**src/rtl/core/unr_pkg.sv**
```systemverilog
package unr_pkg;

  localparam int WIDTH = 16;
  localparam int REM_WIDTH = WIDTH + 2;

  typedef struct packed {
    logic [WIDTH-1:0] dividend;
    logic [WIDTH-1:0] divisor;
  } op_t;

  typedef struct packed {
    logic [WIDTH-1:0] quotient;
    logic [WIDTH-1:0] remainder;
  } res_t;

  // partial remainder, dividend bits still to come sharing a register with
  // quotient bits already made, and the divisor
  typedef struct packed {
    logic signed [REM_WIDTH-1:0] rem;
    logic [WIDTH-1:0]            qd;
    logic [WIDTH-1:0]            divisor;
  } step_t;

endpackage

```
**src/rtl/core/unsigned_nonrestoring_divider.sv**
```systemverilog
// Unsigned non-restoring divider: each word on op gives quotient and remainder
// on res. There is one add/subtract stage per quotient bit plus a remainder
// correction stage. Throughput is one word per cycle while res is not stalled;
// a stall at res holds every stage that is full, and empty stages keep filling.
// A zero divisor gives an all-ones quotient and the dividend as remainder.
module unsigned_nonrestoring_divider (
  input  logic          clk,
  input  logic          rst,
  input  logic          op_valid,
  output logic          op_ready,
  input  unr_pkg::op_t  op,
  output logic          res_valid,
  input  logic          res_ready,
  output unr_pkg::res_t res
);

  logic           valid [unr_pkg::WIDTH+1];
  logic           ready [unr_pkg::WIDTH+1];
  unr_pkg::step_t data  [unr_pkg::WIDTH+1];

  assign valid[0]        = op_valid;
  assign op_ready        = ready[0];
  assign data[0].rem     = '0;
  assign data[0].qd      = op.dividend;
  assign data[0].divisor = op.divisor;

  for (genvar i = 0; i < unr_pkg::WIDTH; i++) begin : g_step
    unr_step u_step (
      .clk       (clk),
      .rst       (rst),
      .in_valid  (valid[i]),
      .in_ready  (ready[i]),
      .in_data   (data[i]),
      .out_valid (valid[i+1]),
      .out_ready (ready[i+1]),
      .out_data  (data[i+1])
    );
  end

  unr_fix u_fix (
    .clk       (clk),
    .rst       (rst),
    .in_valid  (valid[unr_pkg::WIDTH]),
    .in_ready  (ready[unr_pkg::WIDTH]),
    .in_data   (data[unr_pkg::WIDTH]),
    .out_valid (res_valid),
    .out_ready (res_ready),
    .out_data  (res)
  );

endmodule

```
**src/rtl/core/unr_step.sv**
```systemverilog
module unr_step (
  input  logic           clk,
  input  logic           rst,
  input  logic           in_valid,
  output logic           in_ready,
  input  unr_pkg::step_t in_data,
  output logic           out_valid,
  input  logic           out_ready,
  output unr_pkg::step_t out_data
);

  logic signed [unr_pkg::REM_WIDTH-1:0] shifted;
  logic signed [unr_pkg::REM_WIDTH-1:0] dext;
  unr_pkg::step_t                       data_next;

  assign in_ready = !out_valid || out_ready;

  always_comb begin
    shifted = {in_data.rem[unr_pkg::REM_WIDTH-2:0], in_data.qd[unr_pkg::WIDTH-1]};
    dext    = {2'b00, in_data.divisor};
    data_next.divisor = in_data.divisor;
    if (in_data.rem[unr_pkg::REM_WIDTH-1]) begin
      data_next.rem = shifted + dext;
    end else begin
      data_next.rem = shifted - dext;
    end
    data_next.qd = {in_data.qd[unr_pkg::WIDTH-2:0], ~data_next.rem[unr_pkg::REM_WIDTH-1]};
  end

  always_ff @(posedge clk) begin
    if (rst) begin
      out_valid <= 1'b0;
    end else if (in_ready) begin
      out_valid <= in_valid;
    end
  end

  always_ff @(posedge clk) begin
    if (in_ready && in_valid) begin
      out_data <= data_next;
    end
  end

endmodule

```
**src/rtl/core/unr_fix.sv**
```systemverilog
module unr_fix (
  input  logic           clk,
  input  logic           rst,
  input  logic           in_valid,
  output logic           in_ready,
  input  unr_pkg::step_t in_data,
  output logic           out_valid,
  input  logic           out_ready,
  output unr_pkg::res_t  out_data
);

  logic signed [unr_pkg::REM_WIDTH-1:0] rem_fixed;
  unr_pkg::res_t                        data_next;

  assign in_ready = !out_valid || out_ready;

  // a negative final remainder takes the divisor back once
  always_comb begin
    if (in_data.rem[unr_pkg::REM_WIDTH-1]) begin
      rem_fixed = in_data.rem + {2'b00, in_data.divisor};
    end else begin
      rem_fixed = in_data.rem;
    end
    data_next.quotient  = in_data.qd;
    data_next.remainder = rem_fixed[unr_pkg::WIDTH-1:0];
  end

  always_ff @(posedge clk) begin
    if (rst) begin
      out_valid <= 1'b0;
    end else if (in_ready) begin
      out_valid <= in_valid;
    end
  end

  always_ff @(posedge clk) begin
    if (in_ready && in_valid) begin
      out_data <= data_next;
    end
  end

endmodule
```
**config.mk**
```make
export PLATFORM = sky130hd
export DESIGN_NAME = unsigned_nonrestoring_divider
export DESIGN_NICKNAME = d
export VERILOG_FILES = /design/src/rtl/core/unr_pkg.sv /design/src/rtl/core/unsigned_nonrestoring_divider.sv /design/src/rtl/core/unr_step.sv /design/src/rtl/core/unr_fix.sv
export SDC_FILE = /design/constraint.sdc
export NUM_CORES = 1
export LEC_CHECK = 0
export BUFFER_PORTS_ARGS = -buffer_cell sky130_fd_sc_hd__buf_4
export CORE_UTILIZATION = 51
export DETAILED_ROUTE_END_ITERATION = 10
export PLACE_DENSITY = 0.65
export SLEW_MARGIN = 5
export SYNTH_ARGS = -nofsm -noshare
export SYNTH_HDL_FRONTEND = slang
export SYNTH_SLANG_ARGS = --single-unit
```
**constraint.sdc**
```tcl
create_clock -name clk -period 5.8 [get_ports clk]
set_input_delay 0.87 -clock clk [delete_from_list [all_inputs] [get_ports clk]]
set_output_delay 0.87 -clock clk [all_outputs]
set_load 0.03 [all_outputs]
```
==> reports/results.ini <==
[setup_path]
critPathLaunchType=primary input
cp.required_ns=4.93
worstSetupPathType=in -> out
cp_slowest_stage_delay_ns=0.75
worst-endpoint-arrival_ns=3.38
path_buf_inv=3
reg2reg_depth=12
end_kind=output port
critical_path.top_delay_family=simple AND/OR/NAND/NOR gates
crit_path_cell_trace=buf_4 > and4b_1 > and3_1 > nand2_1 > nor3_1 > nand3_1 > inv_2 > nand3_1 > buf_4
cpMaxStageDelayCell=nor3_1
crit_fanout=5
cp.depth=9

[place]
dp.cells=4412
io_buffers=69
dp_hpwl_microns=57600
gp_congestion=0.868

[route]
viasPerCell=5.51
vias=25200
drtPass1Iterations=5
drc=0
dr.first_iter.drc_count=1253
wire_per_inst_microns=16.8
ant_nets=0
wirelength_microns=76700

[clocking]
cts-buffers-inserted=89
cts-root-buf=clkbuf_16
cts_setup_buffers=0
cts.path.max_buffers=3
clock_sinks=847
clk_pin_slew_ns=0.06
ctsResizeCount=0
hold_buffers=0
clk_latency_ns=0.66
cts_tree=yes
cts_max_level=3

[synth]
synth_commonest_cells=edfxtp_1, a21oi_1, ha_1, nor2_1, xnor2_1
yosysTopAreaCellShare_pct=58.7
synth.distinct_cells=70
netlist_instances=3295
synth.net_count=3634
synth.yosys.seq_area_share_pct=59.5
ys_ff_latch=847
yosys-top-cells-area=edfxtp_1, ha_1, xnor2_1, xor2_1, a21oi_1
yosysMostFrequentCell=edfxtp_1
yosysTopAreaCell=edfxtp_1
ys.flop_type=edfxtp_1
avgSynthCellArea_sq_um=12.9
synth_warnings=0
synth-edff-count=830
syn-cell-area_sq_um=42500
async_flop_share_pct=0

[sta]
skew_ns=0.0335
fmax_ghz=0.235
rsz0062_at_grt=false
hold_viol_final=0
fin_setup_tns_ns=0
tightest_slew_ns=1.07
whs_ns=0.386
finalCriticalPeriod_ns=4.25
finalSetupViolCount=0
finalCritPeriodShare_pct=73.3
slew_viol_final=0
slew_headroom_pct=27.7

[power_and_ir_drop]
power_mw=13.4
p_leak_nw=17.3
peakVddDrop_uv=242
p_per_area_nw_per_um2=283

[die]
initial_core_util_pct=51.7
die_w_microns=291
core_sq_um=82200
io_pins=70
num_rows=105
die_area_sq_um=84500
die_height_microns=291

[final_layout]
instances_no_fill=4572
antenna_cells=0
area_growth_pct=11.5
final_nets=3772
fillers=6601
drive_gt1_share_pct=7.91

[min_path]
min_path_cells=1
hp-class=in -> reg

[run_status]
outcome=completed

[grt]
grtUsageTotal_pct=18.2
grt_pass1_wl_microns=127000
grt_max_degree=51
grt_antenna_before_repair=0
grt_pass1_vias=25700
grt-ovfl-total=0

[job]
cap_violations=0

==> cell families after synthesis <==
kind of cell	after synthesis	share of synthesized area [%]
DFF	847	59.5
xor gates and xnor gates	490	10.1
muxes	29	0.766
and+or+nand+nor	751	8.75
AOI/OAI and AO/OA	692	10.1
buffers and inverters	183	1.62
adders and majority gates	303	9.21
==> worst register-to-register path: stages, from the launching register on <==
cell       delay [ns]
edfxtp_1         0.47
nor4_1           0.43
nor4b_1          0.80
a21oi_1          0.20
xor2_1           0.20
ha_1             0.33
a21o_1           0.20
a21oi_1          0.19
a2bb2oi_1        0.24
o311ai_1         0.17
a31o_1           0.22
a21oi_1          0.25
xor2_1           0.11
==> routing by layer <==
metal  GRT usage, %  share of wire [%]  vias up
li1               -                  -    12600
met1           22.6                 43    12100
met2           32.8                 51      407
met3           2.49                3.0      140
met4           5.74                2.6        0
met5              0                  0        -
==> sequential cells by signal (all words and copies together) (netlist names) <==
register and cells:
g_step.u_step.out_data 798, g_step.u_step.out_valid 16, u_fix.out_data 32, u_fix.out_valid 1
==> metrics by stage <==
stage | util (%) | cell area, sq um | setup WS, ns
after floorplan | - | 42500 | 0.121
after global placement | 54.1 | 44500 | 1.64
after detailed placement | 54.1 | 44500 | 1.55
after CTS | 57.6 | 47400 | 1.51
after global routing | 57.6 | 47400 | 1.33
final | 57.6 | 47400 | 1.55
==> cell type report <==
type,instances,area [sq um],area share (%)
clock buffers,111,2310,4.87
clock inverters,49,599,1.26
inverters,145,544,1.15
multi-input cells,2265,16700,35.2
flip-flops and latches,847,25300,53.3
well taps,1070,1340,2.82
repair buffers,85,638,1.35
==> worst paths after layout <==
path                             startpoint                             to  slack (ns)
max                               res_ready                       op_ready        1.55
min                                  op[22]  g_step[0].u_step.out_data[23]        0.39
max reg2reg    g_step[1].u_step.out_data[3]  g_step[2].u_step.out_data[16]        1.71
min reg2reg  g_step[15].u_step.out_data[31]             u_fix.out_data[31]        0.41
==> power breakdown <==
| part | leakage [nW] | internal (mW) | switching [mW] |
|---|---|---|---|
| registers | 7.67 | 6.84 | 0.0742 |
| logic | 8.21 | 0.415 | 0.488 |
| clock network | 1.39 | 3.29 | 2.32 |
| total | 17.3 | 10.5 | 2.88 |
==> cell usage in the layout (no fill, tap or decap), types with 9 or more instances in the layout <==
cell type / count
o21ai_1: 58
nor4_1: 29
or4_1: 11
o21bai_1: 37
mux2_2: 28
and2_1: 11
nand3_1: 32
nand2b_1: 41
o21a_1: 31
o211ai_1: 13
nor2b_1: 35
a31oi_1: 28
xor2_1: 241
nor3_1: 116
clkbuf_1: 22
inv_1: 141
a21o_1: 75
nand2_1: 89
edfxtp_1: 830
a21oi_1: 297
nand4_1: 16
ha_1: 287
buf_4: 85
a31o_2: 9
clkinv_1: 17
clkbuf_16: 89
o21ai_0: 45
fa_1: 16
xnor2_1: 249
nor2_1: 270
dfxtp_1: 17
bufinv_16: 10
o31ai_1: 11
or3_1: 34
a211oi_1: 19
and3_1: 23
Note: power is estimated with default switching activity, not from simulation.
